--- src/rtl/core/aabbs_pkg.sv ---
// shared types and state codes for the bounding sphere block
package aabbs_pkg;

    typedef enum logic [4:0] {
        S_LOAD   = 5'b00001,
        S_CENTER = 5'b00010,
        S_SCAN   = 5'b00100,
        S_ROOT   = 5'b01000,
        S_DONE   = 5'b10000
    } state_t;

    typedef struct packed {
        logic sample;
        logic clear;
    } dist_ctrl_t;

    typedef struct packed {
        logic busy;
        logic done;
    } sqrt_stat_t;

endpackage

--- src/rtl/core/aabbs_sqrt.sv ---
// digit by digit integer square root, one root bit per cycle
module aabbs_sqrt #(
    parameter int COORD_BITS = 24,
    localparam int RW = COORD_BITS + 1,
    localparam int NW = 2 * RW
) (
    input  logic                  clk,
    input  logic                  rst_n,
    input  logic                  start,
    input  logic [NW-1:0]         num,
    output aabbs_pkg::sqrt_stat_t stat,
    output logic [RW-1:0]         root
);

    localparam int STW = $clog2(RW);

    logic            busy_reg, busy_next;
    logic            done_reg, done_next;
    logic [STW-1:0]  step_reg, step_next;
    logic [NW-1:0]   num_reg, num_next;
    logic [RW+1:0]   rem_reg, rem_next;
    logic [RW-1:0]   root_reg, root_next;
    logic [RW+1:0]   rem_sh;
    logic [RW+1:0]   trial;
    logic            fits;

    always_comb
    begin
        rem_sh    = {rem_reg[RW-1:0], num_reg[NW-1:NW-2]};
        trial     = {root_reg, 2'b01};
        fits      = rem_sh >= trial;
        busy_next = busy_reg;
        done_next = 1'b0;
        step_next = step_reg;
        num_next  = num_reg;
        rem_next  = rem_reg;
        root_next = root_reg;
        if (start)
        begin
            busy_next = 1'b1;
            step_next = STW'(RW - 1);
            num_next  = num;
            rem_next  = '0;
            root_next = '0;
        end
        else if (busy_reg)
        begin
            num_next  = {num_reg[NW-3:0], 2'b00};
            rem_next  = fits ? (rem_sh - trial) : rem_sh;
            root_next = {root_reg[RW-2:0], fits};
            step_next = step_reg - 1'b1;
            if (step_reg == '0)
            begin
                busy_next = 1'b0;
                done_next = 1'b1;
            end
        end
    end

    always_ff @(posedge clk or negedge rst_n)
    begin
        if (!rst_n)
        begin
            busy_reg <= 1'b0;
            done_reg <= 1'b0;
        end
        else
        begin
            busy_reg <= busy_next;
            done_reg <= done_next;
        end
    end

    always_ff @(posedge clk)
    begin
        step_reg <= step_next;
        num_reg  <= num_next;
        rem_reg  <= rem_next;
        root_reg <= root_next;
    end

    assign stat.busy = busy_reg;
    assign stat.done = done_reg;
    assign root      = root_reg;

endmodule

--- config.mk ---
export PLATFORM = sky130hd
export DESIGN_NAME = aabbs_sqrt
export DESIGN_NICKNAME = d
export VERILOG_FILES = /design/src/rtl/core/aabbs_pkg.sv /design/src/rtl/core/aabbs_sqrt.sv
export SDC_FILE = /design/constraint.sdc
export NUM_CORES = 1
export LEC_CHECK = 0
export BUFFER_PORTS_ARGS = -buffer_cell sky130_fd_sc_hd__buf_4
export CAP_MARGIN = 10
export CORE_MARGIN = 5
export CORE_UTILIZATION = 63
export DETAILED_ROUTE_END_ITERATION = 8
export PLACE_DENSITY = 0.95
export SYNTH_ARGS = -nofsm -noshare
export SYNTH_HDL_FRONTEND = slang
export SYNTH_SLANG_ARGS = --single-unit
--- constraint.sdc ---
create_clock -name clk -period 5.61 [get_ports clk]
set_clock_uncertainty 0.2 [all_clocks]
set_input_delay 0 -clock clk [delete_from_list [all_inputs] [get_ports clk]]
set_output_delay 0 -clock clk [all_outputs]
set_load 0.01 [all_outputs]
==> summary by stage <==
Critical path
The arrival time at the worst endpoint is 3180 ps. In this run the critical register-to-register path is launched from root[1]. In this run the critical register-to-register path is captured at rem_reg[21].

Traced cell by cell, the critical path runs through inv_1 > ha_1 > o211ai_2 > o211ai_2 > nand2_2 > o21ai_4 > a21boi_2 > o311ai_4 > buf_4 > o311ai_1 > a311oi_1. The cell that appears most often on the critical path is sky130_fd_sc_hd__o211ai_2. The critical path required time is 5690 ps. The standard cell with the maximum stage delay on the critical path is sky130_fd_sc_hd__dfxtp_1. The worst setup path is of the flip-flop to flip-flop kind. Along the worst path, the maximum fanout reaches 21. STA classifies the critical path startpoint as a flip-flop. The flop-to-flop setup slack is 2510 ps. On the worst path, the slowest cell contributes a delay of 430 ps. The source of the critical timing path is root[1]. The kind of end point of the critical path is a flip-flop.

The count of cells along the worst register-to-register path is 11.

GRT
The number of global-route vias before repair was 4762. The met2 usage in global routing is 45.0%. The pin count of the biggest net entering global routing is 82. The aggregate global routing overflow is 0. Global routing used 30.9% of the available met1 tracks. The initial antenna violation count came to 0. In this run the most used layer during global routing was met2. The first-pass GRT wire length is 23200 µm.

The aggregate global-route resource usage is 25.5%. The met3 track demand over resource in global routing is 7.10%.

Synthesis
Counting every instance in the synthesized netlist gives 575. The number of different library cells in the post-synthesis netlist is 57. For this run, the number of Yosys warnings is 0. The number of flops mapped to enable cells by yosys is 50. The portion of the post-synthesis area used by sequential elements is 44.8%. The synthesized design devotes to its leading area cell type 25.4% of total area. The number of flip-flops and latches in the synthesized netlist is 107. Counting flops with an async set or reset pin after synthesis yields a share of 1.87%. The predominant post-synthesis flop cell is sky130_fd_sc_hd__dfxtp_1.

By area the synthesized netlist is led by sky130_fd_sc_hd__edfxtp_1, sky130_fd_sc_hd__dfxtp_1, sky130_fd_sc_hd__mux2_2. Counting every net in the synthesized netlist gives 656. The leading area contributor after synthesis is sky130_fd_sc_hd__edfxtp_1. The mean area per synthesized cell is 10.3 µm².

In this run the cell area of the synthesized design comes to 5920 µm².

Clock tree
The number of setup buffers added after CTS is 0. The clock root buffer is sky130_fd_sc_hd__clkbuf_8. TritonCTS created 9 clock buffers. After clock tree synthesis, the flow added hold-fix buffers numbering 53. For the worst-skew pair, the clock arrives at the later sink with an insertion delay of 380 ps. The clock transition at the register clock pins on the worst setup and hold paths after CTS is 110 ps. The number of resized instances in the post-cts repair step is 0. Clock tree synthesis found a total of 107 sinks. The maximum level of the CTS H-tree is 3. The clock passes through at most 2 buffers. TritonCTS built the clock tree.

Timing
The count of final hold-check violations is 0. Setup repair after global routing left no endpoint under its margin. The count of final max-slew check failures is 0. Setup violations remaining at the end of the flow were counted as 0. The routed design could run at a clock period as short as 3100 ps. At the pin with the least slew margin, the transition time is 1010 ps. Headroom to the max-slew limit came out at 32.4%. Static timing analysis puts the maximum clock frequency at 323 MHz. Of the available clock period, the critical path in the final layout requires 55.2%. Summed over all failing endpoints, the final setup total negative slack is 0 ps.

Cells and area
Cells fill 78.4% of the core in the end. The filler cells instantiated in the layout total 523. The signed area change from the synthesized netlist to the final layout is 22.0%. The register with the most flip-flops in the layout has 50 of them. Of the cells placed in the final design, the portion with a size suffix greater than 1 is 23.0%. The register cell area after layout is 2650 µm². After routing the design area is 7210 µm². For this run, the post-layout net count is 769. In the final layout, the multi-input gates occupy 2960 µm². 0 antenna diodes ended up in the layout.

The leading cell type in the layout, fill and taps excluded is sky130_fd_sc_hd__buf_4. In the layout the commonest cells are sky130_fd_sc_hd__buf_4, sky130_fd_sc_hd__nor2_1, sky130_fd_sc_hd__dfxtp_1, sky130_fd_sc_hd__dlygate4sd3_1, sky130_fd_sc_hd__edfxtp_1.

Place
The number of port buffers is 79. The cell area after placement is 6510 µm². Once detailed placement completed, the half-perimeter wirelength came to 8610 µm.

The routability congestion estimate is 0.931.

Detailed routing
The initial detailed-routing violation count is 315. The average wire per standard cell is 17.5 µm. The first-pass iteration count of the detailed router is 5. In this run the remaining antenna-violating nets after routing total 0.

The total DRC errors in the routed layout is 0. The via count normalized by instance count is 5.93. The total via count in the routed design is 4761. The total length of routed wires is 14000 µm.

Run
The max-cap check violation count is 0.

Floorplan
The number of top-level pins is 80. The floorplan step set the die width to 107 µm. The core outline area is 9200 µm². The floorplan step defined a die boundary enclosing 11400 µm². The vertical die dimension is 107 µm.

The initial core utilization is 64.3%. The total number of placement rows is 35.

Min path
The worst hold path begins at num[22]. The endpoint of the worst hold path is num_reg[22]. The min-delay analysis places its worst path in the category primary input to flip-flop. The worst hold path passes through 3 cells.

Pwr
The worst-case IR drop observed on VDD is 0.292 mV. The power per cell area is 442 nW/µm². The leakage power is 0.00319 µW.

Status
The run finished with clean final reports.
[power by group]
group,internal [µW],switching [µW],leakage [µW]
clock,168,280,0.0000892
combinational,785,924,0.00210
sequential,945,85.0,0.00101
total,1900,1290,0.00319
[Yosys cell counts (all sizes together) (2+ instances only)]
cell	instances
a21o	11
clkbuf	17
nor4b	2
ha	28
a21oi	24
dfxtp	55
mux2i	43
and3	5
o211ai	3
mux2	49
nand2	30
o311a	2
a211o	2
nor3	10
inv	37
or2	2
nand2b	8
a211oi	25
o21ai	18
nor4	3
nand3	7
o311ai	4
a31oi	3
buf	16
and2	5
dfrtp	2
edfxtp	50
xor2	7
nor2	71
nor2b	3
a311oi	4
o31ai	2
nand4	3
xnor2	13
[worst max-delay path by stage]
stage	to	slack (ps)	depth (start not counted)
floorplan	rem_reg[23]	2800	11
global placement	rem_reg[2]	2610	11
detailed placement	rem_reg[3]	2550	11
CTS	rem_reg[18]	2540	11
global route	rem_reg[17]	2300	11
finish	rem_reg[21]	2510	11
[metal layers]
layer,routed length [µm],vias up
met3,870,35
met2,7150,184
met5,0,-
met1,5680,2253
met4,331,0
li1,-,2289
[critical path: cells and delay by family (launching register included)]
family | cells | cell delay, ps
compound gates | 7 | 1430
fa+ha+maj | 1 | 380
buf+inv | 2 | 460
flops | 1 | 430
simple gates | 1 | 90
[cells by family after synthesis]
group | after synthesis | synth area share (%)
flops | 107 | 44.8
fa+ha+maj | 28 | 5.92
xor+xnor | 20 | 2.96
mux | 92 | 16.6
buf+inv | 70 | 5.08
compound gates | 105 | 12.7
simple gates | 153 | 11.9
[layout make-up]
class                           instances  share of cell area (%)
Multi-Input combinational cell        398                    41.1
Sequential cell                       107                    36.8
Clock inverter                          5                   0.642
Tap cell                              111                    1.93
Clock buffer                           10                    1.77
Timing Repair Buffer                  135                    15.9
Inverter                               37                    1.93
[metrics by stage]
step / total power (µW) / worst slack [ps] / hold WS, ps / cells
floorplan: 2390 / 2800 / -496 / 575
global placement: 2610 / 2610 / -417 / 735
detailed placement: 2680 / 2550 / -417 / 735
CTS: 3150 / 2540 / 247 / 803
global route: 3410 / 2300 / 261 / 803
finish: 3190 / 2510 / 269 / 803
No activity file was read; power rests on OpenSTA's default activity.
