### config.mk
export PLATFORM = sky130hd
export DESIGN_NAME = aabbs_dist
export DESIGN_NICKNAME = d
export VERILOG_FILES = /design/src/rtl/core/aabbs_pkg.sv /design/src/rtl/core/aabbs_dist.sv
export SDC_FILE = /design/constraint.sdc
export NUM_CORES = 2
export LEC_CHECK = 0
export BUFFER_PORTS_ARGS = -buffer_cell sky130_fd_sc_hd__buf_2
export CORE_MARGIN = 1.5
export CORE_UTILIZATION = 40
export DETAILED_ROUTE_END_ITERATION = 8
export GPL_ROUTABILITY_DRIVEN = 0
export HOLD_SLACK_MARGIN = 0.06
export PLACE_DENSITY_LB_ADDON = 0.15
export REMOVE_ABC_BUFFERS = 1
export SLEW_MARGIN = 0
export SYNTH_ARGS = -nofsm -noshare
export SYNTH_HDL_FRONTEND = slang
export SYNTH_SLANG_ARGS = --single-unit
### constraint.sdc
create_clock -name clk -period 7.7 [get_ports clk]
set_clock_uncertainty 0.1 [all_clocks]
set_input_delay 0.385 -clock clk [delete_from_list [all_inputs] [get_ports clk]]
set_output_delay 0.385 -clock clk [all_outputs]
set_load 0.02 [all_outputs]
### src/rtl/core/aabbs_pkg.sv
// shared types and state codes for the bounding sphere block
package aabbs_pkg;

    typedef enum logic [4:0] {
        S_LOAD   = 5'b00001,
        S_CENTER = 5'b00010,
        S_SCAN   = 5'b00100,
        S_ROOT   = 5'b01000,
        S_DONE   = 5'b10000
    } state_t;

    typedef struct packed {
        logic sample;
        logic clear;
    } dist_ctrl_t;

    typedef struct packed {
        logic busy;
        logic done;
    } sqrt_stat_t;

endpackage

### src/rtl/core/aabbs_dist.sv
// squared distance pipeline with running maximum
module aabbs_dist #(
    parameter int COORD_BITS = 24,
    localparam int SW = 2 * COORD_BITS + 2
) (
    input  logic                         clk,
    input  logic                         rst_n,
    input  aabbs_pkg::dist_ctrl_t        ctrl,
    input  logic signed [COORD_BITS-1:0] center_x,
    input  logic signed [COORD_BITS-1:0] center_y,
    input  logic signed [COORD_BITS-1:0] center_z,
    input  logic [3*COORD_BITS-1:0]      vertex,
    output logic [SW-1:0]                best,
    output logic                         idle
);

    localparam int C = COORD_BITS;

    logic                vld1_reg, vld1_next;
    logic                vld2_reg, vld2_next;
    logic                vld3_reg, vld3_next;
    logic [C-1:0]        adx_reg, ady_reg, adz_reg;
    logic [C-1:0]        adx_next, ady_next, adz_next;
    logic [2*C-1:0]      sqx_reg, sqy_reg, sqz_reg;
    logic [2*C-1:0]      sqx_next, sqy_next, sqz_next;
    logic [SW-1:0]       sum_reg, sum_next;
    logic [SW-1:0]       best_reg, best_next;

    function automatic logic [C-1:0] abs_diff(input logic signed [C-1:0] a,
                                              input logic signed [C-1:0] b);
        logic signed [C:0] d;
        begin
            d = {a[C-1], a} - {b[C-1], b};
            abs_diff = d[C] ? C'(-d) : d[C-1:0];
        end
    endfunction

    always_comb
    begin
        vld1_next = ctrl.sample;
        vld2_next = vld1_reg;
        vld3_next = vld2_reg;
        adx_next  = abs_diff(center_x, vertex[3*C-1:2*C]);
        ady_next  = abs_diff(center_y, vertex[2*C-1:C]);
        adz_next  = abs_diff(center_z, vertex[C-1:0]);
        sqx_next  = adx_reg * adx_reg;
        sqy_next  = ady_reg * ady_reg;
        sqz_next  = adz_reg * adz_reg;
        sum_next  = SW'(sqx_reg) + SW'(sqy_reg) + SW'(sqz_reg);
        best_next = best_reg;
        if (ctrl.clear)
        begin
            best_next = '0;
        end
        else if (vld3_reg && (sum_reg > best_reg))
        begin
            best_next = sum_reg;
        end
    end

    always_ff @(posedge clk or negedge rst_n)
    begin
        if (!rst_n)
        begin
            vld1_reg <= 1'b0;
            vld2_reg <= 1'b0;
            vld3_reg <= 1'b0;
        end
        else
        begin
            vld1_reg <= vld1_next;
            vld2_reg <= vld2_next;
            vld3_reg <= vld3_next;
        end
    end

    always_ff @(posedge clk)
    begin
        adx_reg  <= adx_next;
        ady_reg  <= ady_next;
        adz_reg  <= adz_next;
        sqx_reg  <= sqx_next;
        sqy_reg  <= sqy_next;
        sqz_reg  <= sqz_next;
        sum_reg  <= sum_next;
        best_reg <= best_next;
    end

    assign best = best_reg;
    assign idle = !vld1_reg && !vld2_reg && !vld3_reg;

endmodule

==> flow_metrics.env <==
export IMPL_yosysUniqueCellTypes=86
export IMPL_hpwl_um=139000
export IMPL_antenna_found_initial=9
export IMPL_reg2reg_to="sqy_reg[47]$_DFF_P_"
export IMPL_met1_usage_pct=28.0
export IMPL_fillers=15867
export IMPL_cts_sinks=316
export IMPL_rrSetupSlack_ns=0.30
export IMPL_grt_pass1_vias=49255
export IMPL_synth_simple_area_share_pct=10.9
export IMPL_synth_top_cell_area_share_pct=40.7
export IMPL_gr_usage_all_layers_pct=20.1
export IMPL_rr_worst_depth=27
export IMPL_cp_max_fo=19
export IMPL_endpoint_kind="flop"
export IMPL_layout_commonest_cell="inv_1"
export IMPL_startpoint="ady_reg[19]$_DFF_P_"
export IMPL_netlist_top_cells_area="fa_1, ha_1, inv_1, dfxtp_1, nand2_1"
export IMPL_synthMuxAreaShare_pct=0.903
export IMPL_synth_compound_area_share_pct=7.49
export IMPL_slew_violations=0
export IMPL_setup_viol=0
export IMPL_grt_pass1_wl_um=261000
export IMPL_final_cell_mix="inv_1, fa_1, ha_1"
export IMPL_tritoncts="built"
export IMPL_postSynth_asyncResetShare_pct=0.949
export IMPL_rsz0062_at_grt="yes"
export IMPL_vias=45612
export IMPL_fp_row_count=147
export IMPL_design_area_um2=71800
export IMPL_layout_min_cycle_time_ns=7.40
export IMPL_hold_violations=0
export IMPL_first_pass_iters=5
export IMPL_tightest_slew_ns=1.10
export IMPL_hp_class="in2reg"
export IMPL_synth_avg_cell_area_um2=9.17
export IMPL_fin_nets=9591
export IMPL_top_usage_layer="met2"
export IMPL_fin_crit_sh_pct=96.1
export IMPL_synth_edf_count=0
export IMPL_htreeDepth=2
export IMPL_synth_seq_cells=316
export IMPL_die_x_um=406
export IMPL_synthAdderAreaFrac_pct=54.1
export IMPL_die_h_um=406
export IMPL_final_antenna_net_count=0
export IMPL_dpl_cell_area_um2=70100
export IMPL_cts_made_buffers=41
export IMPL_yosys_area_top_type="fa_1"
export IMPL_synth_area_um2=64800
export IMPL_outcome="complete, no violations"
export IMPL_viasPerCell=4.74
export IMPL_grtUsageMet3_pct=2.26
export IMPL_regToRegStartpoint="ady_reg[19]$_DFF_P_"
export IMPL_criticalPathCategory="reg2reg"
export IMPL_seq_area_frac_synth_pct=9.78
export IMPL_multiInputGateArea_um2=50600
export IMPL_core_um2=161000
export IMPL_cts_buffer_depth=3
export IMPL_cts_root_buf="clkbuf_16"
export IMPL_drive_above_1_share_pct=8.82
export IMPL_drt_iter0_drc=2127
export IMPL_cap_viol_max_count=0
export IMPL_regArea_um2=6390
export IMPL_required_ns=8.07
export IMPL_crit_arrival_ns=7.78
export IMPL_synth_flop_cell="dfxtp_1"
export IMPL_syn_inst=7073
export IMPL_yosys_warnings=0
export IMPL_synthXorXnorAreaFrac_pct=4.36
export IMPL_endpoint="sqy_reg[47]$_DFF_P_"
export IMPL_clk_latency_ns=0.63
export IMPL_path_clk_slew_ns=0.07
export IMPL_dieArea_um2=164000
export IMPL_grt_overflow=0
export IMPL_max_slew_margin_pct=26.8
export IMPL_portBuffers=198
export IMPL_wirelength_um=158000
export IMPL_drc=0
export IMPL_synth_top_family_by_area="adder cells"
export IMPL_routedWlPerCell_um=16.5
export IMPL_grt_max_degree=51
export IMPL_syn_to_final_growth_pct=10.8
export IMPL_fmax_mhz=135
export IMPL_startpoint_type="flop"
export IMPL_initial_core_util_pct=40.3
export IMPL_grtUsageMet2_pct=33.4
export IMPL_io_pins=199
synth_stat cells (10+ instances only):
master    instances
o21bai_1         34
mux2i_1          54
inv_1          1964
or3_1            10
nand3_1          45
nand4_1          31
and2_1          348
clkbuf_1        174
nor3_1           34
nand2b_1         35
a31oi_1          32
or2_2            18
o21ai_0         117
and3_1           20
o21a_1           37
a211oi_1         13
nand2_1         587
ha_1            697
a21o_1          153
nor2_1          237
xor2_1          104
a21oi_1         250
o31ai_1          12
fa_1           1317
xnor2_1         219
nor2b_1          53
dfxtp_1         313
worst max-delay path, cell delays in order, from the launching register on:
cell,delay (ns)
dfxtp_1,0.41
buf_4,0.31
nand2_1,0.12
fa_1,0.57
inv_1,0.07
fa_1,0.49
inv_1,0.06
fa_1,0.54
fa_1,0.52
inv_1,0.05
fa_1,0.48
fa_1,0.49
inv_1,0.05
fa_1,0.59
inv_1,0.07
ha_1,0.22
a21o_1,0.19
a21o_1,0.17
a21oi_1,0.16
a21o_1,0.16
nand2_2,0.12
a2111oi_4,0.35
buf_4,0.16
o31a_1,0.18
o21ai_1,0.13
a221oi_2,0.25
o21bai_1,0.10
xnor2_1,0.13
per-layer routing:
| metal | up-vias | wire length (um) | share of wire (%) |
|---|---|---|---|
| met1 | 22727 | 72800 | 46 |
| li1 | 21925 | - | - |
| met5 | - | 13 | 0.0082 |
| met2 | 797 | 74700 | 47 |
| met3 | 161 | 7060 | 4.5 |
| met4 | 2 | 3860 | 2.4 |
per-stage QoR:
stage          setup slack (ns)  cells  hold WS [ns]  setup TNS, ns  util [%]
6_report                  0.298   9623         0.106              0      44.7
5_1_grt                 -0.0654   9622         0.112        -0.0776      44.7
4_1_cts                 0.00522   9620        0.0829              0      44.5
3_5_place_dp             0.0153   9538        0.0822              0      43.6
3_3_place_gp             0.0992   9538        0.0800              0      43.6
2_1_floorplan             0.320   6897       -0.0106              0         -
repair_timing:
item / 4_1_cts / 5_1_grt
hold buffers: 6 / 0
gates resized for setup: 5 / 71
endpoints found under the setup margin: 4 / 34
buffers inserted: 0 / 2
hold endpoints to repair: 7 / 0
pin swaps: 0 / 7
how the worst min path moves through the flow:
stage,start,to,slack [ns],cells after the start
3_3_place_gp,rst_n,vld3_reg$_DFF_PN0_,0.08,1
2_1_floorplan,rst_n,vld1_reg$_DFF_PN0_,-0.01,0
6_report,center_x[0],adx_reg[0]$_DFF_P_,0.11,4
4_1_cts,center_y[0],ady_reg[0]$_DFF_P_,0.08,4
3_5_place_dp,rst_n,vld2_reg$_DFF_PN0_,0.08,1
5_1_grt,center_y[0],ady_reg[0]$_DFF_P_,0.11,4
cell type report:
| type | instances | share of cell area, % |
|---|---|---|
| Antenna cell | 1 | 0.00348 |
| Clock buffer | 54 | 1.61 |
| Clock inverter | 22 | 0.361 |
| Inverter | 1964 | 10.3 |
| Multi-Input combinational cell | 4617 | 70.4 |
| Sequential cell | 316 | 8.90 |
| Tap cell | 2160 | 3.76 |
| Timing Repair Buffer | 489 | 4.66 |
cells by family after synthesis:
kind of cell,after synthesis
other,1
buffers and inverters,2142
adder cells (fa/ha/maj),2014
AND/OR/NAND/NOR,1463
XOR/XNOR,323
AO/OA/AOI/OAI,756
flip-flops,316
multiplexers,58
Power is left out: the tool's default activity adds up to more than one toggle a clock period on the data nets, which glitch-free logic cannot reach.
